--- config.mk ---
export PLATFORM = sky130hd
export DESIGN_NAME = msc_area_flat
export DESIGN_NICKNAME = d
export VERILOG_FILES = /design/src/rtl/core/msc_pkg.sv /design/src/rtl/core/msc_rsp_if.sv /design/src/rtl/core/msc_area.sv /design/src/flat_wrapper.sv
export SDC_FILE = /design/constraint.sdc
export NUM_CORES = 2
export LEC_CHECK = 0
export ABC_CLOCK_PERIOD_IN_PS = 6600
export BUFFER_PORTS_ARGS = -buffer_cell sky130_fd_sc_hd__buf_2
export CAP_MARGIN = 20
export CORE_MARGIN = 10
export CORE_UTILIZATION = 25
export DETAILED_ROUTE_END_ITERATION = 10
export PLACE_DENSITY = 0.48
export REMOVE_ABC_BUFFERS = 1
export SLEW_MARGIN = 20
export SYNTH_ARGS = -nofsm -noshare
export SYNTH_HDL_FRONTEND = slang
export SYNTH_SLANG_ARGS = --single-unit
--- constraint.sdc ---
create_clock -name clk -period 6.6 [get_ports clk]
set_clock_uncertainty 0.15 [all_clocks]
set_input_delay 0.33 -clock clk [delete_from_list [all_inputs] [get_ports clk]]
set_output_delay 0.33 -clock clk [all_outputs]
set_load 0.1 [all_outputs]
--- src/rtl/core/msc_pkg.sv ---
// Shared types and constants of the Manhattan nearest-site classifier.
// Holds the request codes, the search token that walks the cell chain and
// the status struct of the area unit. No dependencies.
`default_nettype none

package msc_pkg;

	localparam int MAX_SITES_DEF = 64;
	localparam int COORD_MAX     = 1023;
	localparam int COORD_W       = 10;
	localparam int IDX_W         = 6;
	localparam int DIST_W        = 11;
	localparam int AREA_W        = 21;
	localparam int CNT_W         = 7;

	localparam logic [AREA_W-1:0] AREA_TOP = 21'd1048576;

	typedef enum logic [1:0] {
		REQ_LOAD     = 2'd0,
		REQ_CLASSIFY = 2'd1,
		REQ_READ     = 2'd2
	} req_kind_t;

	// Search token: request fields plus the running minimum.
	typedef struct packed {
		req_kind_t          kind;
		logic [IDX_W-1:0]   idx;
		logic [COORD_W-1:0] px;
		logic [COORD_W-1:0] py;
		logic [CNT_W-1:0]   n;
		logic [DIST_W-1:0]  best;
		logic [CNT_W-1:0]   near;
		logic               tie;
		logic               have;
	} tok_t;

	typedef struct packed {
		logic clearing;
		logic done;
	} area_sts_t;

endpackage

`default_nettype wire

--- src/rtl/core/msc_rsp_if.sv ---
// Response channel of the nearest-site classifier: valid/ready plus payload.
// Standalone; no package needed.
`default_nettype none

interface msc_rsp_if;
	logic        valid;
	logic        ready;
	logic [5:0]  nearest_site;
	logic        tie_flag;
	logic [10:0] min_distance;
	logic [20:0] area_total;

	modport source (output valid, output nearest_site, output tie_flag,
		output min_distance, output area_total, input ready);
	modport sink (input valid, input nearest_site, input tie_flag,
		input min_distance, input area_total, output ready);
endinterface

`default_nettype wire

--- src/rtl/core/msc_area.sv ---
// Area counter unit at the end of the chain: counter memory, clearing pass
// after reset, read-modify-write of the winner and the response register.
// Depends on msc_pkg and msc_rsp_if.
`default_nettype none

module msc_area import msc_pkg::*; #(
	parameter int MAX_SITES = MAX_SITES_DEF
) (
	input  logic      clk,
	input  logic      arst_n,
	input  logic      up_vld,
	input  tok_t      up_tok,
	msc_rsp_if.source rsp,
	output area_sts_t sts
);

	localparam int AW = (MAX_SITES > 1) ? $clog2(MAX_SITES) : 1;

	typedef enum logic [1:0] {
		S_CLEAR,
		S_IDLE,
		S_READ
	} state_t;

	state_t             state_q;
	logic [AW-1:0]      clr_q;
	tok_t               hold_q;
	logic [AREA_W-1:0]  mem [MAX_SITES];
	logic [AREA_W-1:0]  rd_q;
	logic               rd_en;
	logic [AW-1:0]      rd_addr;
	logic               wr_en;
	logic [AW-1:0]      wr_addr;
	logic [AREA_W-1:0]  wr_data;
	logic [AREA_W-1:0]  bumped;
	logic               deliver;
	logic               upd;
	logic               idx_ok;
	logic [IDX_W-1:0]   res_near;
	logic               res_tie;
	logic [DIST_W-1:0]  res_dist;
	logic [AREA_W-1:0]  res_area;
	logic               rsp_vld_q;
	logic [IDX_W-1:0]   rsp_near_q;
	logic               rsp_tie_q;
	logic [DIST_W-1:0]  rsp_dist_q;
	logic [AREA_W-1:0]  rsp_area_q;

	assign deliver = (state_q == S_READ) && (!rsp_vld_q || rsp.ready);
	assign idx_ok  = 32'(hold_q.idx) < MAX_SITES;
	assign bumped  = (rd_q < AREA_TOP) ? (rd_q + AREA_W'(1)) : rd_q;
	assign rd_en   = (state_q == S_IDLE) && up_vld;
	assign rd_addr = (up_tok.kind == REQ_CLASSIFY) ? AW'(32'(up_tok.near))
		: AW'(32'(up_tok.idx));

	always_comb begin
		res_near = '0;
		res_tie  = 1'b0;
		res_dist = '0;
		res_area = '0;
		upd      = 1'b0;
		case (hold_q.kind)
			REQ_CLASSIFY: begin
				res_near = hold_q.near[IDX_W-1:0];
				res_tie  = hold_q.tie;
				res_dist = hold_q.best;
				if (!hold_q.tie) begin
					upd      = 1'b1;
					res_area = bumped;
				end
			end
			REQ_READ: begin
				if (idx_ok) res_area = rd_q;
			end
			default: begin
				res_area = '0;
			end
		endcase
	end

	always_comb begin
		if (state_q == S_CLEAR) begin
			wr_en   = 1'b1;
			wr_addr = clr_q;
			wr_data = '0;
		end else begin
			wr_en   = deliver && upd;
			wr_addr = AW'(32'(hold_q.near));
			wr_data = bumped;
		end
	end

	always_ff @(posedge clk) begin
		if (wr_en) mem[wr_addr] <= wr_data;
		if (rd_en) rd_q <= mem[rd_addr];
	end

	always_ff @(posedge clk) begin
		if (rd_en) hold_q <= up_tok;
	end

	always_ff @(posedge clk or negedge arst_n) begin
		if (!arst_n) begin
			state_q    <= S_CLEAR;
			clr_q      <= '0;
			rsp_vld_q  <= 1'b0;
			rsp_near_q <= '0;
			rsp_tie_q  <= 1'b0;
			rsp_dist_q <= '0;
			rsp_area_q <= '0;
		end else begin
			if (rsp_vld_q && rsp.ready && !deliver) rsp_vld_q <= 1'b0;
			case (state_q)
				S_CLEAR: begin
					clr_q <= clr_q + AW'(1);
					if (clr_q == AW'(MAX_SITES - 1)) state_q <= S_IDLE;
				end
				S_IDLE: begin
					if (up_vld) state_q <= S_READ;
				end
				S_READ: begin
					// hold the read data until the response register frees
					if (deliver) begin
						state_q    <= S_IDLE;
						rsp_vld_q  <= 1'b1;
						rsp_near_q <= res_near;
						rsp_tie_q  <= res_tie;
						rsp_dist_q <= res_dist;
						rsp_area_q <= res_area;
					end
				end
				default: begin
					state_q <= S_IDLE;
				end
			endcase
		end
	end

	assign rsp.valid        = rsp_vld_q;
	assign rsp.nearest_site = rsp_near_q;
	assign rsp.tie_flag     = rsp_tie_q;
	assign rsp.min_distance = rsp_dist_q;
	assign rsp.area_total   = rsp_area_q;

	assign sts.clearing = (state_q == S_CLEAR);
	assign sts.done     = deliver;

	a_tok_when_idle: assert property (@(posedge clk) disable iff (!arst_n)
		up_vld |-> state_q == S_IDLE)
		else $error("token reached area unit while it was busy");

	a_tie_no_area: assert property (@(posedge clk) disable iff (!arst_n)
		(rsp_vld_q && rsp_tie_q) |-> rsp_area_q == '0)
		else $error("tie beat carries a nonzero area");

	a_rd_held: assert property (@(posedge clk) disable iff (!arst_n)
		(state_q == S_READ && !deliver) |=> $stable(rd_q))
		else $error("counter read data changed while waiting on the output");

endmodule

`default_nettype wire

--- src/flat_wrapper.sv ---
// flat-port wrapper written by rule: the top's interface ports become plain ports
module msc_area_flat import msc_pkg::*;
#(
	parameter int MAX_SITES = MAX_SITES_DEF
)
  (clk, arst_n, up_vld, up_tok, sts, rsp_valid, rsp_nearest_site, rsp_tie_flag, rsp_min_distance, rsp_area_total, rsp_ready);
  msc_rsp_if rsp_i ();
  input  logic clk;
  input  logic arst_n;
  input  logic up_vld;
  input  tok_t up_tok;
  output area_sts_t sts;
  output wire logic [$bits(rsp_i.valid)-1:0] rsp_valid;
  output wire logic [$bits(rsp_i.nearest_site)-1:0] rsp_nearest_site;
  output wire logic [$bits(rsp_i.tie_flag)-1:0] rsp_tie_flag;
  output wire logic [$bits(rsp_i.min_distance)-1:0] rsp_min_distance;
  output wire logic [$bits(rsp_i.area_total)-1:0] rsp_area_total;
  input wire logic [$bits(rsp_i.ready)-1:0] rsp_ready;
  assign rsp_valid = rsp_i.valid;
  assign rsp_nearest_site = rsp_i.nearest_site;
  assign rsp_tie_flag = rsp_i.tie_flag;
  assign rsp_min_distance = rsp_i.min_distance;
  assign rsp_area_total = rsp_i.area_total;
  assign rsp_i.ready = rsp_ready;
  msc_area #(.MAX_SITES(MAX_SITES)) u_core (.clk(clk), .arst_n(arst_n), .up_vld(up_vld), .up_tok(up_tok), .rsp(rsp_i), .sts(sts));
endmodule
## Yosys cells after proc, flatten, opt, wreduce, memory -nomap -nowiden

Memories as Yosys holds them, arrays and structs flattened. A register that Yosys moved wholly into a read port is not among the register bits.
Index checks and enable logic that the tools add are counted.
W data, S select, Z words.

- Add/subtract/negate cells: 2
- Order comparisons: 1
- Eq/ne operators: 9
- Muxes and demuxes: 21
- Reduce and logical (&&, ||, !) cells: 11

Operator list:

| operator | number |
|---|---|
| $mux W21 | 3 |
| $pmux W21 S2 | 1 |
| $add A21 B1 Y21 const B | 1 |
| $lt A21 B21 Y1 const B | 1 |
| $mux W6 | 3 |
| $mux W11 | 1 |
| $mux W1 | 9 |
| $add A6 B1 Y6 const B | 1 |
| $eq A2 B1 Y1 const B | 3 |
| $eq A6 B6 Y1 const B | 1 |
| $mux W2 | 3 |
| $pmux W2 S3 | 1 |
| $logic_and A1 B1 Y1 | 5 |
| $eq A2 B2 Y1 const B | 2 |
| $ne A2 B1 Y1 const B | 2 |
| $reduce_and A3 Y1 | 1 |
| $logic_not A1 Y1 | 2 |
| $logic_not A2 Y1 | 1 |
| $ne A2 B2 Y1 const B | 1 |
| $reduce_and A2 Y1 | 1 |
| $logic_or A1 B1 Y1 | 1 |

- Flip-flop bits (word level): 68
- Memory bits (writable): 1344
- Bits of input ports: 59
- Output and inout bits: 42
- Memories kept: 1

Memory list:

| memory | words | bits a word | read ports | clocked after memory_dff | write ports | line | text |
|---|---|---|---|---|---|---|---|
| u_core.mem | 64 | 21 | 1 | 1 | 1 | msc_area.sv:28 | `logic [AREA_W-1:0] mem [MAX_SITES];` |

## Longest topological paths before layout

- Depth in word-level cells: 8
- Depth in mapped cells: 13

## Least setup slack after synthesis

No wires, ideal clock.

- Path kind: register -> register
- Start point: register u_core.state_q[1]
- End point: memory u_core.mem[0][18], data pin
- Arrival time: 3.418 ns
- Required time: 5.950 ns
- Path slack: 2.532 ns
- Stages on the path, launching flop included: 7
- Buffers on the path: 3
- Clock period less this slack: 4.068 ns
- Path through: dfrtp_1 or2_2 clkbuf_1 clkinv_1 clkbuf_1 clkbuf_1 nor2_1

RTL lines:

| what | line | text |
|---|---|---|
| start, declared | msc_area.sv:25 | `state_t state_q;` |
| start signal, assigned | msc_area.sv:104 | `state_q <= S_CLEAR;` |
| start signal, assigned | msc_area.sv:116 | `if (clr_q == AW'(MAX_SITES - 1)) state_q <= S_IDLE;` |
| start signal, assigned | msc_area.sv:119 | `if (up_vld) state_q <= S_READ;` |
| end, declared | msc_area.sv:28 |  |

## Worst setup path in the final report

- Start point: input up_tok[54] (netlist name)
- End point: register u_core.rd_q[14], read port of u_core.mem, data pin

- Word-level cells in the longest chain between the ends: 2

RTL lines:

| what | line | text |
|---|---|---|
| start, declared | flat_wrapper.sv:11 | `input tok_t up_tok;` |
| $eq A2 B1 Y1 | msc_area.sv:53 | `assign rd_addr = (up_tok.kind == REQ_CLASSIFY) ? AW'(32'(up_tok.near))` |
| $mux W6 | msc_area.sv:53 |  |
| end, declared | msc_area.sv:29 | `logic [AREA_W-1:0] rd_q;` |

Every way passes these cells.
A chain may end at the register's enable or synchronous reset.

==> results.md <==
* Drt wl/cell at 25.20 µm
* Synth area leader: edfxtp_1
* Clk sinks at 1433
* Number of flops mapped to enable cells by yosys at 1385
* Power Density at 361.6 nW/µm²
* Core region area at 235400 µm²
* Final hold slack at 0.06436 ns
* Int Power at 17450 µW
* First-pass GRT wire length at 252.1 mm
* F_max at 221.3 MHz
* Worst-Skew Late Latency at 0.81 ns
* Yosys warning total at 0
* Final Power at 25280 µW
* DIE HEIGHT at 506.7 µm
* Setup-failing EPs final at 0
* Share of cells above drive strength 1 at 19.82%
* Final worst slack at 2.081 ns
* RD Place Congestion at 0.7924
* Worst slew pin tran at 1.188 ns
* Pre-CTS setup slack at 1.887 ns
* Reg power frac at 46.8%
* Synth top area cells: edfxtp_1, mux4_2, mux2i_1, a211oi_1, dfrtp_1
* Combinational share of power at 19.1%
* Clock transition at path regs at 0.06 ns
* Synthesis-to-layout area growth at 18.09%
* Sequential area share after synthesis at 72.27%
* Final Cycle Share at 68.47%
* Num CTS Buffers at 158
* Max-Cap Viols at 0
* Compound-Gate Fraction of Synth Area at 6.557%
* Largest net degree at the start of global routing at 124
* Vias in the first global route at 33.06k
* Post-Syn Area at 59210 µm²
* Critical path arrival at 4.88 ns
* Unrepaired setup endpoints after global routing: false
* Syn avg cell area at 16.49 µm²
* H-tree level count at 4
* Initial Util at 25.15%
* Setup crit end kind: flip-flop
* Port Buffers at 71
* Final Util at 29.70%
* Post-CTS resize count at 0
* Initial antenna violation count at 10
* Vias/cell at 4.763
* Starting DRT DRC Count at 3549
* Post-synthesis mux area share at 11.87%
* CP Class: in -> reg
* Worst Setup Start Kind: input pin
* Postcts setup bufs at 0
* GRT overflow at 0
* Io pins at 101
* Final Max Slew Viols at 0
* Seq cells post-synth at 1433
* Leak pwr at 0.02317 µW
* Clk buf depth at 3
* Vias post-DR at 33.77k
* Post-Syn Instances at 3591
* Net Switching at 7826 µW
* WP data required at 6.96 ns
* Endpoints failing hold at 0
* CTS tree: built
* TritonRoute pass-1 iters at 6
* XOR/XNOR Fraction of Synth Area at 0.3550%
* Clock root buffer: clkbuf_16
* Count of nets after finishing at 3870
* Dominant synthesized flop cell: edfxtp_1
* Hold Path Class: in -> async
* WL final at 178.7 mm
* Final min period at 4.519 ns
* Antenna-violating nets left at 0
* Adder-cell share of the synthesized area at 0.08453%
* Top cell type's share of synthesized area at 70.24%
* GRT Util Overall at 13.39%
* Switching share of power at 30.96%
* Die Area at 256700 µm²
* Fraction of registers with async set/reset at 3.350%
* IR drop worst, VDD at 0.0003021 V
* Largest family of logic cells by synthesized area: multiplexers
* Distinct cells, synth at 58
* Num rows at 178
* Rel. slew slack at 20.08%
* Filler cell count at 23.21k
* Final HPWL DP at 103.3 mm
* Critical path peak fanout at 109
* DRC violations left at 0
* Horiz. Die Dim at 506.7 µm
* Simple-Gate Fraction of Synth Area at 5.942%
* Outcome: completed
* Clock network power share at 34.0%
[Yosys cell counts, types with 2 or more instances]
cell type	number
a211oi_1	294
a21boi_0	2
a21o_1	8
a21oi_1	34
a222oi_1	21
a22o_1	6
a22oi_1	23
a31o_2	4
a31oi_1	24
a32oi_1	2
and2_1	3
and3_1	2
and3b_1	2
buf_1	25
buf_12	3
buf_2	34
buf_4	9
buf_6	8
buf_8	3
clkbuf_1	161
dfrtp_1	48
edfxtp_1	1385
ha_1	4
inv_1	156
mux2i_1	323
mux4_2	168
nand2_1	148
nand2b_1	7
nand3_1	37
nand3b_1	5
nand4_1	26
nor2_1	231
nor2b_1	129
nor3_1	9
nor4_1	108
nor4bb_1	4
o21ai_0	24
o21bai_1	3
o311ai_0	21
o31ai_1	6
o32ai_1	42
xnor2_1	12
xor2_1	12
[area by class of cell]
| cell class | instances | area [µm²] | area share [%] |
|---|---|---|---|
| sequential | 1433 | 42790 | 61.20 |
| multi-input combinational | 1757 | 15170 | 21.70 |
| clock buffer | 192 | 4134 | 5.913 |
| tap | 3150 | 3941 | 5.637 |
| timing repair buffer | 300 | 2391 | 3.420 |
| clock inverter | 97 | 887.1 | 1.269 |
| inverter | 157 | 589.3 | 0.8429 |
| antenna | 5 | 12.51 | 0.01790 |
[metrics by stage]
| step | cell area (µm²) | TNS, ns | cells |
|---|---|---|---|
| 2_1_floorplan | 58070 | -270.90 | 3347 |
| 4_1_cts | 69860 | 0 | 7084 |
| 6_report | 69920 | 0 | 7091 |
| 5_1_grt | 69910 | 0 | 7088 |
| 3_5_place_dp | 64620 | 0 | 6773 |
| 3_3_place_gp | 64590 | 0 | 6772 |
[routing by layer]
layer  wire length, µm  up-vias  global-route usage [%]  share of wire [%]
met3              9748      205                   2.263                5.5
met4              4008        2                   3.550                2.2
met5                13        -                       0             0.0073
met2             82660     1006                   21.12                 46
met1             82240    17830                   19.07                 46
li1                  -    14730                       -                  -
[what timing repair did]
action / 4_1_cts / 5_1_grt
hold endpoints to repair: 78 / 0
hold buffers: 22 / 0
endpoints found under the setup margin: 0 / 0
[cell usage in the layout (no fill, tap or decap), types with 7 or more instances in the layout]
master and instances:
a211oi_1 294, a21o_1 7, a21oi_1 34, a222oi_1 21, a22oi_1 23, a31oi_1 22
buf_12 18, buf_2 69, buf_4 188, bufinv_16 12, clkbuf_1 31, clkbuf_16 160
clkinv_1 36, clkinv_2 29, dfrtp_1 48, dlygate4sd3_1 22, edfxtp_1 1385, inv_1 156
mux2i_1 320, mux4_2 168, nand2_1 148, nand3_1 37, nand4_1 26, nor2_1 146
nor2_2 59, nor2_4 26, nor2b_1 128, nor3_1 9, nor4_1 104, o21ai_0 23
o311ai_0 21, o32ai_1 42, xnor2_1 12, xor2_1 12
[power groups by stage]
| stage | Combinational, µW | Clock, µW | Sequential (µW) |
|---|---|---|---|
| 2_1_floorplan | 1970 | 0 | 12800 |
| 3_3_place_gp | 4780 | 0 | 12000 |
| 3_5_place_dp | 4870 | 0 | 12000 |
| 4_1_cts | 4890 | 8800 | 11800 |
| 5_1_grt | 5110 | 9180 | 11900 |
| 6_report | 4840 | 8600 | 11800 |
[worst paths after layout]
path                            depth (start not counted)                                   start                                      to  slack [ns]
worst max register to register                          8           u_core.state_q[0]$_DFFE_PN0P_             u_core.mem[57][3]$_DFFE_PP_        2.72
worst min register to register                          2  u_core.rsp.min_distance[8]$_DFFE_PN0P_  u_core.rsp.min_distance[8]$_DFFE_PN0P_        0.31
max in group asynchronous                               3                                  arst_n   u_core.rsp.area_total[11]$_DFFE_PN0P_        5.76
worst min-delay path                                    3                                  arst_n  u_core.rsp.min_distance[1]$_DFFE_PN0P_        0.06
min in group clk                                        2                               up_tok[9]              u_core.hold_q[9]$_DFFE_PP_        0.12
worst max-delay path                                   10                              up_tok[54]               u_core.rd_q[14]$_DFFE_PP_        2.08
[critical path: stages]
cell and delay [ns]:
dlygate4sd3_1 0.52, buf_2 0.30, nand2b_4 0.62, buf_4 0.31, mux2i_4 0.38, buf_12 0.42, mux4_2 0.42, nor2b_1 0.16
nor4_1 0.88, nand4_1 0.19
[flip-flops by register name, summed over array words and instances (netlist names)]
signal and count:
u_core.mem 1344, u_core.rd_q 21, u_core.rsp.area_total 21, u_core.hold_q 20, u_core.rsp.min_distance 11, u_core.clr_q 6
u_core.rsp.nearest_site 6, u_core.state_q 2, u_core.rsp.tie_flag 1, u_core.rsp.valid 1
[cell families (layout without fill, tap and decap cells)]
logic type,Yosys count,in the layout
simple gates,717,717
other cells,0,5
buf+inv,401,746
mux,492,492
compound gates,520,520
xor+xnor,24,24
fa+ha+maj,4,4
flops,1433,1433
Note: power is estimated with default switching activity, not from simulation.
