**config.mk**
```make
export PLATFORM = sky130hd
export DESIGN_NAME = msc_cell
export DESIGN_NICKNAME = d
export VERILOG_FILES = /design/src/rtl/core/msc_pkg.sv /design/src/rtl/core/msc_cell.sv
export SDC_FILE = /design/constraint.sdc
export NUM_CORES = 1
export LEC_CHECK = 0
export BUFFER_PORTS_ARGS = -buffer_cell sky130_fd_sc_hd__buf_2
export CAP_MARGIN = 20
export CORE_MARGIN = 5
export CORE_UTILIZATION = 53
export CTS_CLUSTER_DIAMETER = 150
export DETAILED_ROUTE_END_ITERATION = 10
export PLACE_DENSITY = 0.8
export SLEW_MARGIN = 40
export SYNTH_ARGS = -nofsm -noshare
export SYNTH_HDL_FRONTEND = slang
export SYNTH_SLANG_ARGS = --single-unit
```
**constraint.sdc**
```tcl
create_clock -name clk -period 5.3 [get_ports clk]
set_input_delay 0.53 -clock clk [delete_from_list [all_inputs] [get_ports clk]]
set_output_delay 0.53 -clock clk [all_outputs]
set_load 0.005 [all_outputs]
```
**src/rtl/core/msc_pkg.sv**
```systemverilog
// Shared types and constants of the Manhattan nearest-site classifier.
// Holds the request codes, the search token that walks the cell chain and
// the status struct of the area unit. No dependencies.
`default_nettype none

package msc_pkg;

	localparam int MAX_SITES_DEF = 64;
	localparam int COORD_MAX     = 1023;
	localparam int COORD_W       = 10;
	localparam int IDX_W         = 6;
	localparam int DIST_W        = 11;
	localparam int AREA_W        = 21;
	localparam int CNT_W         = 7;

	localparam logic [AREA_W-1:0] AREA_TOP = 21'd1048576;

	typedef enum logic [1:0] {
		REQ_LOAD     = 2'd0,
		REQ_CLASSIFY = 2'd1,
		REQ_READ     = 2'd2
	} req_kind_t;

	// Search token: request fields plus the running minimum.
	typedef struct packed {
		req_kind_t          kind;
		logic [IDX_W-1:0]   idx;
		logic [COORD_W-1:0] px;
		logic [COORD_W-1:0] py;
		logic [CNT_W-1:0]   n;
		logic [DIST_W-1:0]  best;
		logic [CNT_W-1:0]   near;
		logic               tie;
		logic               have;
	} tok_t;

	typedef struct packed {
		logic clearing;
		logic done;
	} area_sts_t;

endpackage

`default_nettype wire

```
**src/rtl/core/msc_cell.sv**
```systemverilog
// One cell of the site chain: stores one site and updates the passing token.
// Depends on msc_pkg.
`default_nettype none

module msc_cell import msc_pkg::*; #(
	parameter int CELL_IDX = 0
) (
	input  logic clk,
	input  logic arst_n,
	input  logic up_vld,
	input  tok_t up_tok,
	output logic dn_vld,
	output tok_t dn_tok
);

	logic [COORD_W-1:0] x_q;
	logic [COORD_W-1:0] y_q;
	logic [COORD_W-1:0] dx;
	logic [COORD_W-1:0] dy;
	logic [DIST_W-1:0]  site_dist;
	logic               here;
	tok_t               nxt;
	logic               vld_s1;
	tok_t               tok_s1;

	always_comb begin
		dx        = (up_tok.px > x_q) ? (up_tok.px - x_q) : (x_q - up_tok.px);
		dy        = (up_tok.py > y_q) ? (up_tok.py - y_q) : (y_q - up_tok.py);
		site_dist = {1'b0, dx} + {1'b0, dy};
		here      = 32'(up_tok.n) > CELL_IDX;
		nxt       = up_tok;
		if (up_tok.kind == REQ_CLASSIFY && here) begin
			// strict less keeps the lowest index on equal distance
			if (!up_tok.have || site_dist < up_tok.best) begin
				nxt.have = 1'b1;
				nxt.best = site_dist;
				nxt.near = CNT_W'(CELL_IDX);
				nxt.tie  = 1'b0;
			end else if (site_dist == up_tok.best) begin
				nxt.tie = 1'b1;
			end
		end
	end

	always_ff @(posedge clk) begin
		if (up_vld && up_tok.kind == REQ_LOAD && 32'(up_tok.idx) == CELL_IDX) begin
			x_q <= up_tok.px;
			y_q <= up_tok.py;
		end
	end

	always_ff @(posedge clk or negedge arst_n) begin
		if (!arst_n) begin
			vld_s1 <= 1'b0;
		end else begin
			vld_s1 <= up_vld;
		end
	end

	always_ff @(posedge clk) begin
		tok_s1 <= nxt;
	end

	assign dn_vld = vld_s1;
	assign dn_tok = tok_s1;

endmodule

`default_nettype wire

```
## Word level (Yosys, flattened, before mapping)

Cells that the tools add are included.

| operators by class | value |
|---|---|
| $add $sub $neg | 5 |
| order comparisons | 4 |
| eq/ne operators | 2 |
| muxes and demuxes | 7 |
| reductions and logical operators | 7 |

Operators by type and width:

| operator | number |
|---|---|
| $sub 10x10->10 | 4 |
| $gt 10x10->1 | 2 |
| $mux 10 | 2 |
| $mux 20 | 1 |
| $mux 18 | 1 |
| $add 10x10->11 | 1 |
| $eq 11x11->1 | 1 |
| $lt 11x11->1 | 1 |
| $gt 7x1->1 const B | 1 |
| $logic_not 6->1 | 1 |
| $logic_and 1x1->1 | 3 |
| $mux 1 | 3 |
| $eq 2x1->1 const B | 1 |
| $logic_not 2->1 | 1 |
| $logic_not 1->1 | 1 |
| $logic_or 1x1->1 | 1 |

| storage, ports and cells | value |
|---|---|
| bits in registers | 76 |
| bits of input ports | 58 |
| output and inout bits | 56 |
| word-level logic and storage cells | 37 |

## Longest topological paths before layout

Gate-level depths: netlist (run 1).

| logic depth | value |
|---|---|
| word-level depth | 7 |
| depth in mapped cells | 23 |
| mapped depth without buffers | 22 |

## Worst setup path before layout (run 1)

OpenSTA, ideal clock, no wires.

| timing | value |
|---|---|
| kind | input to register |
| from | input up_tok[37] (netlist bit) |
| to | register tok_s1, in the netlist dn_tok[17] |
| arrival | 4.987 ns |
| required time | 5.179 ns |
| slack | 0.193 ns |
| cell stages on the path | 22 |
| buffers on the path | 1 |
| cell sequence | inv_1 -> ha_1 -> inv_1 -> fa_1 -> a21o_1 -> a221oi_1 -> o21ai_0 -> nand2_2 -> mux2_2 -> fa_1 -> a21o_1 -> a21oi_1 -> o21bai_1 -> a21oi_1 -> xnor2_1 -> ha_1 -> nand4_1 -> a21oi_1 -> a2111oi_2 -> o21ai_2 -> buf_6 -> mux2_2 |

RTL lines:

| element | RTL line | text |
|---|---|---|
| start: declaration | msc_cell.sv:11 | `input tok_t up_tok,` |
| end signal: assignment | msc_cell.sv:61 | `tok_s1 <= nxt;` |
| end: declaration | msc_cell.sv:24 | `tok_t tok_s1;` |

==> results.toml, run 1 <==
[detailed_routing]
viasPerCell = 5.10
drt_iter0_markers = 86
detail_route.wl_per_cell_um = 14.3
vias = 3531
drtPass1Iterations = 4
ant_nets = 0
routed_wirelength_mm = 9.90
post-route-drc-count = 0

[critical_path]
startpoint = "x_q[0]"
cp.required_ns = 5.55
path_cells = "ha_1, inv_1, fa_1, a21o_1, a221oi_2, o21ai_0, nand2_2, mux2i_1, xor2_1, ha_1, and3_1, a2111oi_4, buf_4, xnor2_1, ha_1, nand4_1, a21oi_1, a2111oi_4, o21ai_4, buf_12, buf_4, and2_1"
path_delay_family = "compound AO/OA/AOI/OAI gates"
path_buf_inv = 4
slowest_stage = "a2111oi_4"
reg2reg_from = "x_q[0]"
path_class = "flop to flop"
cp_max_fo = 13
critPathLaunchType = "flop"
worst_setup_path_end_kind = "flop"
cpMostUsedCell = "ha_1"
cpPeakStageDelay_ns = 0.40
arrival_ns = 5.22

[global_route]
antenna_found_initial = 0
grtUsageTotal = 0.195
grt_max_degree = 21
grt_pass1_wl_mm = 15.9
grt.overflow.total = 0
gr-usage-met2 = 0.334
grt_pass1_vias = 3528
grt.busiest_layer = "met2"
grt_util_met1 = 0.249
use_met3 = 0.0324

[logic_synthesis]
synth-edff-count = 20
synth_cell_type_count = 54
seq_area_frac_synth = 0.392
ys_seq_elements = 76
synthFlopType = "dfxtp_1"
syn_area_per_cell_um2 = 10.2
synth_area_mm2 = 0.00440
async_reset_ff_frac = 0.0132
yosysWarnings = 0
synth_cells = 432
syn_nets = 554

[run]
max_cap_violations = 0

[clocking]
cts_buffer_depth = 2
cts_buffers = 9
cts-root-buf = "clkbuf_8"
clk_latency_ns = 0.36
cts.sinks = 76
cts_tree = "yes"
htree_levels = 3
clk_pin_slew_worst_paths_ns = 0.10

[finish]
finalNetCount = 705
drive_above_1_share = 0.327
area_growth_pct = 26.3
antenna_cells = 0
design_area_mm2 = 0.00556
multiInputGateArea_mm2 = 0.00241
num-fill-cells = 676
final_cells = 693
layout.area.seq_mm2 = 0.00173

[timing]
fin_crit_sh = 0.938
tightest_slew_ns = 0.400
slew_headroom = 0.730
slew_violations = 0
hold_violations = 0
setup_viol = 0
finalCriticalPeriod_ns = 4.97
max_freq_mhz = 201
skew_ns = 0.0131

[power]
seqPwrFrac = 0.397
p_switching_uw = 532
power.density_mw_per_mm2 = 292
p_clk_frac = 0.274
vdd_drop_max_mv = 0.144
leakagePower_uw = 0.00280
p_int_uw = 1090
p_comb_frac = 0.328
switching_share = 0.327

[placement]
post_dp_cell_area_mm2 = 0.00531
place_inst = 675
portBuffers = 113
routabilityCongestion = 0.890
place.detailed.hpwl_mm = 8.13

[die]
coreArea_mm2 = 0.00813
die_h_um = 101
start_util = 0.541
die_w_um = 101
rows = 33
die-area_mm2 = 0.0102
io_pins = 114

[min_path]
hp-start = "up_tok[48]"
hold_path_class = "input port to flop"

[status]
status = "completed"
## worst paths after layout
kind / endpoint / slack, ns / cells past startpoint
max: dn_tok[8] / 0.33 / 22
min: dn_tok[48] / 0.28 / 1
max reg2reg: dn_tok[8] / 0.33 / 22
min reg2reg: dn_tok[9] / 1.06 / 4
max in group asynchronous: dn_vld / 4.75 / 2
min in group asynchronous: dn_vld / 0.46 / 2
## power by group through the flow
| stage | combinational, uW | clock [uW] | sequential (uW) |
|---|---|---|---|
| 6_report | 533 | 445 | 645 |
| 5_1_grt | 599 | 485 | 649 |
| 4_1_cts | 514 | 459 | 646 |
| 3_5_place_dp | 511 | 0 | 659 |
| 3_3_place_gp | 494 | 0 | 658 |
| 2_1_floorplan | 311 | 0 | 665 |
## registers in the layout, summed over array words and instances (netlist names)
| name | count |
|---|---|
| dn_tok | 55 |
| y_q | 10 |
| x_q | 10 |
| dn_vld | 1 |
## layout make-up
class / instances / area share
Clock inverter: 7 / 0.0128
Inverter: 63 / 0.0425
Clock buffer: 9 / 0.0223
Multi-Input combinational cell: 283 / 0.434
Tap cell: 105 / 0.0236
Timing Repair Buffer: 150 / 0.154
Sequential cell: 76 / 0.311
## repair_timing
action	CTS	global route
hold buffers	1	0
setup buffers	0	1
endpoints found under the hold margin	1	0
gates resized for setup	0	4
endpoints found under the setup margin	0	19
## placed cells by master, fill, tap and decap left out, drive strengths merged, types with 6 or more instances in the layout
| cell type | count |
|---|---|
| a21o | 9 |
| a21oi | 34 |
| and2 | 10 |
| and3 | 7 |
| buf | 149 |
| clkbuf | 9 |
| dfxtp | 55 |
| edfxtp | 20 |
| ha | 59 |
| inv | 70 |
| mux2 | 14 |
| mux2i | 10 |
| nand2 | 16 |
| nand3 | 6 |
| nor2 | 9 |
| nor2b | 6 |
| o211ai | 6 |
| o21ai | 18 |
| xnor2 | 16 |
| xor2 | 8 |
## Yosys cell counts, types with 8 or more instances
master    count  share of area
inv_1        63          0.054
ha_1         59           0.17
dfxtp_1      55           0.25
a21oi_1      34          0.039
edfxtp_1     20           0.14
o21ai_0      17          0.019
xnor2_1      16          0.032
nand2_1      15          0.013
mux2_2       13          0.033
and2_1       10          0.014
mux2i_1      10          0.023
nor2_1        9         0.0077
xor2_1        8          0.016
## kinds of logic (layout without fill, tap and decap cells)
family	count (synthesis)	after routing	synth area share
AO/OA/AOI/OAI	95	95	0.146
flip-flops	76	76	0.392
AND/OR/NAND/NOR	76	76	0.0958
buffers and inverters	73	229	0.0679
adder cells (fa/ha/maj)	64	64	0.190
XOR/XNOR	24	24	0.0478
multiplexers	24	24	0.0594
## layer usage
metal  vias to the layer above  share of wire
li1                       1806              -
met1                      1611           0.44
met2                       103           0.48
met3                        11          0.063
met4                         0          0.014
met5                         -              0
## stage by stage
step                      utilization  hold slack [ns]  setup WS [ns]  setup TNS [ns]  total power, uW
after global placement          0.652            0.304         0.0106               0             1150
after floorplan                     -            0.234          0.193               0              976
final                           0.684            0.277          0.328               0             1620
after CTS                       0.677            0.257         0.0481               0             1620
after global routing            0.684            0.262        -0.0344          -0.141             1730
after detailed placement        0.652            0.309         -0.243           -3.82             1170
(Power assumes the default switching activity.)
==> inputs of run 2 (changes only) <==
ABC_AREA = 1   (was default)
CORE_UTILIZATION = 55   (was 53)
GPL_TIMING_DRIVEN = 0   (was default)
PLACE_DENSITY = 0.81   (was 0.8)
==> run 2 against run 1 <==
Compared with the run above: core utilization fell by 2.2 points; cell area is 9.5% higher; wire length rose by 11%; highest routed layer unchanged.
==> results.toml, run 2 <==
[power]
power.density_mw_per_mm2 = 260
p_switching_uw = 516
leakagePower_uw = 0.00358
seqPwrFrac = 0.401
vdd_drop_max_mv = 0.130
p_int_uw = 1070
p_comb_frac = 0.289
switching_share = 0.326
p_clk_frac = 0.310

[clocking]
clk_latency_ns = 0.36
clk_pin_slew_worst_paths_ns = 0.09
cts.sinks = 76
htree_levels = 3
ctsResizeCount = 0
cts-root-buf = "clkbuf_8"
cts_tree = "yes"
cts_buffers = 9
cts_buffer_depth = 2

[global_route]
grt.overflow.total = 0
grt_pass1_vias = 4262
grt_pass1_wl_mm = 18.5
grtUsageTotal = 0.198
grt_max_degree = 21
antenna_found_initial = 0

[logic_synthesis]
ys_seq_elements = 76
synth_top_area_cell = "dfxtp_1"
synthFlopType = "dfxtp_1"
synth_common_cells = "263 x nand2_1, 145 x inv_1, 59 x ha_1"
synth_top_area_share = 0.214
seq_area_frac_synth = 0.335
syn_area_per_cell_um2 = 6.94
synth_cells = 742
yosys-top-cells-area = "dfxtp_1 21%, nand2_1 19%, ha_1 14%"
synth-edff-count = 20
syn_nets = 864
synth.most_common_cell = "nand2_1"
yosysWarnings = 0
synth_area_mm2 = 0.00515
async_reset_ff_frac = 0.0132
synth_cell_type_count = 32

[critical_path]
worst_setup_path_end_kind = "flop"
path_class = "flop to flop"
cpMostUsedCell = "nand2_1"
cp.required_ns = 5.55
startpoint = "y_q[5]"
critPathLaunchType = "flop"
slowest_stage = "edfxtp_1"
cpPeakStageDelay_ns = 0.40
reg2reg_from = "y_q[5]"
cp_max_fo = 10
arrival_ns = 4.40
path_delay_family = "simple AND/OR/NAND/NOR gates"
path_buf_inv = 4

[timing]
rsz0062_at_grt = "false"
slew_violations = 0
max_freq_mhz = 241
hold_violations = 0
tightest_slew_ns = 0.551
setup_viol = 0
setup_slack_ns = 1.15
finalCriticalPeriod_ns = 4.15
slew_headroom = 0.633
setup_tns_ns = 0
fin_crit_sh = 0.782
skew_ns = 0.0109

[finish]
largest_reg_flops = 55
antenna_cells = 0
area_growth_pct = 18.2
drive_above_1_share = 0.174
layout_common_cells = "263 x nand2_1, 145 x inv_1, 117 x buf_2"
layout.cells.most_common = "nand2_1"
num-fill-cells = 854
final_cells = 983
finalNetCount = 989

[placement]
place_inst = 966
routabilityCongestion = 0.884
place.detailed.hpwl_mm = 8.94
preCtsSetupSlack_ns = 0.863
portBuffers = 113

[die]
rows = 35
die_h_um = 107
io_pins = 114
die_w_um = 107
die-area_mm2 = 0.0114
start_util = 0.560
coreArea_mm2 = 0.00920

[detailed_routing]
viasPerCell = 4.78
drt_iter0_markers = 248
drtPass1Iterations = 5
detail_route.wl_per_cell_um = 11.1
post-route-drc-count = 0
vias = 4697
routed_wirelength_mm = 10.9
ant_nets = 0

[run]
max_cap_violations = 0

[min_path]
hold_path_class = "input port to flop"
hp-start = "up_tok[24]"

[status]
status = "completed"
-- run 2: cell types whose count changed after synthesis, sizes merged, moves of 8 or more --
cell	previous run	this run
inv	63	145
nor2	9	45
mux2	14	0
a21o	9	1
o21ai	18	6
nand2	16	269
and2	10	0
nand3	6	54
xnor2	16	3
mux2i	10	0
-- run 2: stage by stage --
stage	hold slack (ns)	cell area, um2	util	power, uW
6_report	0.280	6090	0.662	1580
5_1_grt	0.265	6090	0.662	1700
4_1_cts	0.272	6090	0.662	1600
3_5_place_dp	0.310	5850	0.636	1110
3_3_place_gp	0.304	5850	0.636	1090
2_1_floorplan	0.234	5150	-	971
-- run 2: power groups by stage --
stage / Sequential [uW] / Clock [uW] / Combinational (uW)
floorplan: 657 / 0 / 314
global placement: 648 / 0 / 444
detailed placement: 649 / 0 / 456
CTS: 636 / 504 / 458
global route: 639 / 529 / 533
finish: 635 / 491 / 458
-- run 2: cell type report --
type,count,area (um2),area share
timing repair buffer,114,576,0.0946
clock buffer,10,149,0.0245
sequential,76,1730,0.284
tap,111,139,0.0228
multi-input combinational,509,2800,0.461
inverter,147,552,0.0907
buffer,10,66.3,0.0109
clock inverter,6,73.8,0.0121
-- run 2: kinds of logic after synthesis --
logic type	after synthesis	share of synthesized area
simple gates	387	0.308
buf+inv	157	0.120
flops	76	0.335
fa+ha+maj	64	0.163
compound gates	45	0.0513
xor+xnor	13	0.0221
-- run 2: repair_timing --
action                                 in CTS  in global routing
endpoints found under the hold margin       1                  0
hold buffers                                1                  0
setup buffers                               0                  0
-- run 2: worst paths after layout --
kind	endpoint	slack (ns)	cells past startpoint
worst max-delay path	dn_tok[9]	1.15	27
worst min-delay path	dn_tok[24]	0.28	1
worst max register to register	dn_tok[9]	1.15	27
worst min register to register	dn_tok[9]	1.03	5
max in group asynchronous	dn_vld	4.74	2
min in group asynchronous	dn_vld	0.47	2
-- run 2: per-layer routing --
| layer | vias up | part of all wire | GRT usage |
|---|---|---|---|
| met5 | - | 0 | 0 |
| met4 | 0 | 0.018 | 0.0676 |
| met3 | 20 | 0.061 | 0.0373 |
| met2 | 142 | 0.46 | 0.336 |
| met1 | 1994 | 0.46 | 0.253 |
| li1 | 2541 | - | - |
==> inputs of run 3 (changes only) <==
clock period = 4.12 ns   (was 5.3 ns; I/O delays follow)
==> run 3 against run 2 <==
Compared with the run above: sequential share of layout area shrank 2.3 points; critical path depth grew 2; global-route usage grew 0.051 points; register-to-register slack lost 0.92 ns; core utilization grew 5.7 points; via count grew 2.7%; largest cell class unchanged.
==> results.toml, run 3 (synthesis results as in run 2) <==
[status]
status = "completed"

[finish]
final_cells = 994
largest_reg_flops = 55
layout.cells.most_common = "nand2_1"
drive_above_1_share = 0.267
layout_common_cells = "248 x nand2_1, 137 x inv_1, 113 x buf_2"
finalNetCount = 1000
antenna_cells = 0
area_growth_pct = 28.4
num-fill-cells = 764
multiInputGateArea_mm2 = 0.00322
layout.area.seq_mm2 = 0.00173
design_area_mm2 = 0.00661

[detailed_routing]
detail_route.wl_per_cell_um = 11.8
drtPass1Iterations = 5
drt_iter0_markers = 345
vias = 4823
routed_wirelength_mm = 11.8
post-route-drc-count = 0
viasPerCell = 4.85
ant_nets = 0

[placement]
portBuffers = 113
place.detailed.hpwl_mm = 8.94
preCtsSetupSlack_ns = -0.199
place_inst = 966
post_dp_cell_area_mm2 = 0.00585
routabilityCongestion = 0.884

[timing]
skew_ns = 0.0107
finalCriticalPeriod_ns = 3.88
hold_violations = 0
setup_slack_ns = 0.237
slew_headroom = 0.632
max_freq_mhz = 258
setup_viol = 0
tightest_slew_ns = 0.551
fin_crit_sh = 0.943
slew_violations = 0
whs_ns = 0.164
rsz0062_at_grt = "true"

[power]
vdd_drop_max_mv = 0.173
leakagePower_uw = 0.00366
p_int_uw = 1440
power.density_mw_per_mm2 = 327
seqPwrFrac = 0.378
switching_share = 0.332
p_comb_frac = 0.328
p_clk_frac = 0.294
p_switching_uw = 717
finalPower_uw = 2160

[global_route]
grt_pass1_vias = 4274
grt.busiest_layer = "met2"
grt_max_degree = 21
gr-usage-met2 = 0.339
grt_pass1_wl_mm = 18.6
grtUsageTotal = 0.198
grt_util_met1 = 0.252
use_met3 = 0.0373
antenna_found_initial = 0
grt.overflow.total = 0

[critical_path]
path_class = "flop to flop"
worst_setup_path_end_kind = "flop"
cp_max_fo = 10
cp.required_ns = 4.37
arrival_ns = 4.13
ff2ff_path_depth = 29
cpPeakStageDelay_ns = 0.41
slowest_stage = "edfxtp_1"
critPathLaunchType = "flop"
cpMostUsedCell = "nand2_1"

[run]
max_cap_violations = 0

[die]
start_util = 0.560
die-area_mm2 = 0.0114
die_w_um = 107
coreArea_mm2 = 0.00920
die_h_um = 107
rows = 35
io_pins = 114

[min_path]
hold_depth = 1
hold_path_class = "input port to flop"

[clocking]
htree_levels = 3
clk_pin_slew_worst_paths_ns = 0.09
cts-root-buf = "clkbuf_8"
cts_tree = "yes"
cts_buffers = 9
cts_buffer_depth = 2
cts.sinks = 76
clk_latency_ns = 0.36
run 3: path summary, 6_finish.rpt:
kind / startpoint / to / slack [ns]
setup / recovery: y_q[2] / dn_tok[9] / 0.24
hold / removal: up_tok[24] / dn_tok[24] / 0.16
setup reg to reg: y_q[2] / dn_tok[9] / 0.24
hold reg to reg: y_q[0] / dn_tok[9] / 1.04
max in group asynchronous: arst_n / dn_vld / 3.68
min in group asynchronous: arst_n / dn_vld / 0.36
run 3: metal layers:
metal	wire (um)	up-vias
li1	-	2554
met1	5210	2099
met2	5640	152
met3	753	18
met4	171	0
met5	0	-
run 3: metrics by stage:
step	setup TNS, ns	utilization
3_5_place_dp	-2.20	0.636
6_report	0	0.719
5_1_grt	-0.618	0.719
4_1_cts	0	0.664
3_3_place_gp	-1.50	0.636
2_1_floorplan	0	-
run 3: critical path: cells and delay by family, from the launching register on:
kind,cells,cell delay (ns)
simple gates,20,1.63
fa+ha+maj,3,0.99
flops,1,0.41
buf+inv,6,0.74
run 3: area by class of cell:
cell class,count,share of cell area
multi-input cells,509,0.488
plain buffers,10,0.0131
flip-flops and latches,76,0.261
well taps,111,0.0210
clock buffers,10,0.0225
clock inverters,6,0.0112
inverters,147,0.0835
repair buffers,125,0.100
run 3: power by group through the flow:
stage          Sequential (uW)  Clock (uW)  Combinational, uW
6_report                   817         635                708
5_1_grt                    822         684                802
4_1_cts                    818         649                591
3_5_place_dp               835           0                586
3_3_place_gp               834           0                571
2_1_floorplan              845           0                404
run 3: repair_timing:
action / 4_1_cts / 5_1_grt
setup endpoints to repair: 9 / 19
gates resized for setup: 4 / 102
setup buffers: 0 / 9
hold buffers: 1 / 0
pin swaps: 0 / 15
hold endpoints to repair: 1 / 0
gates cloned: 0 / 2
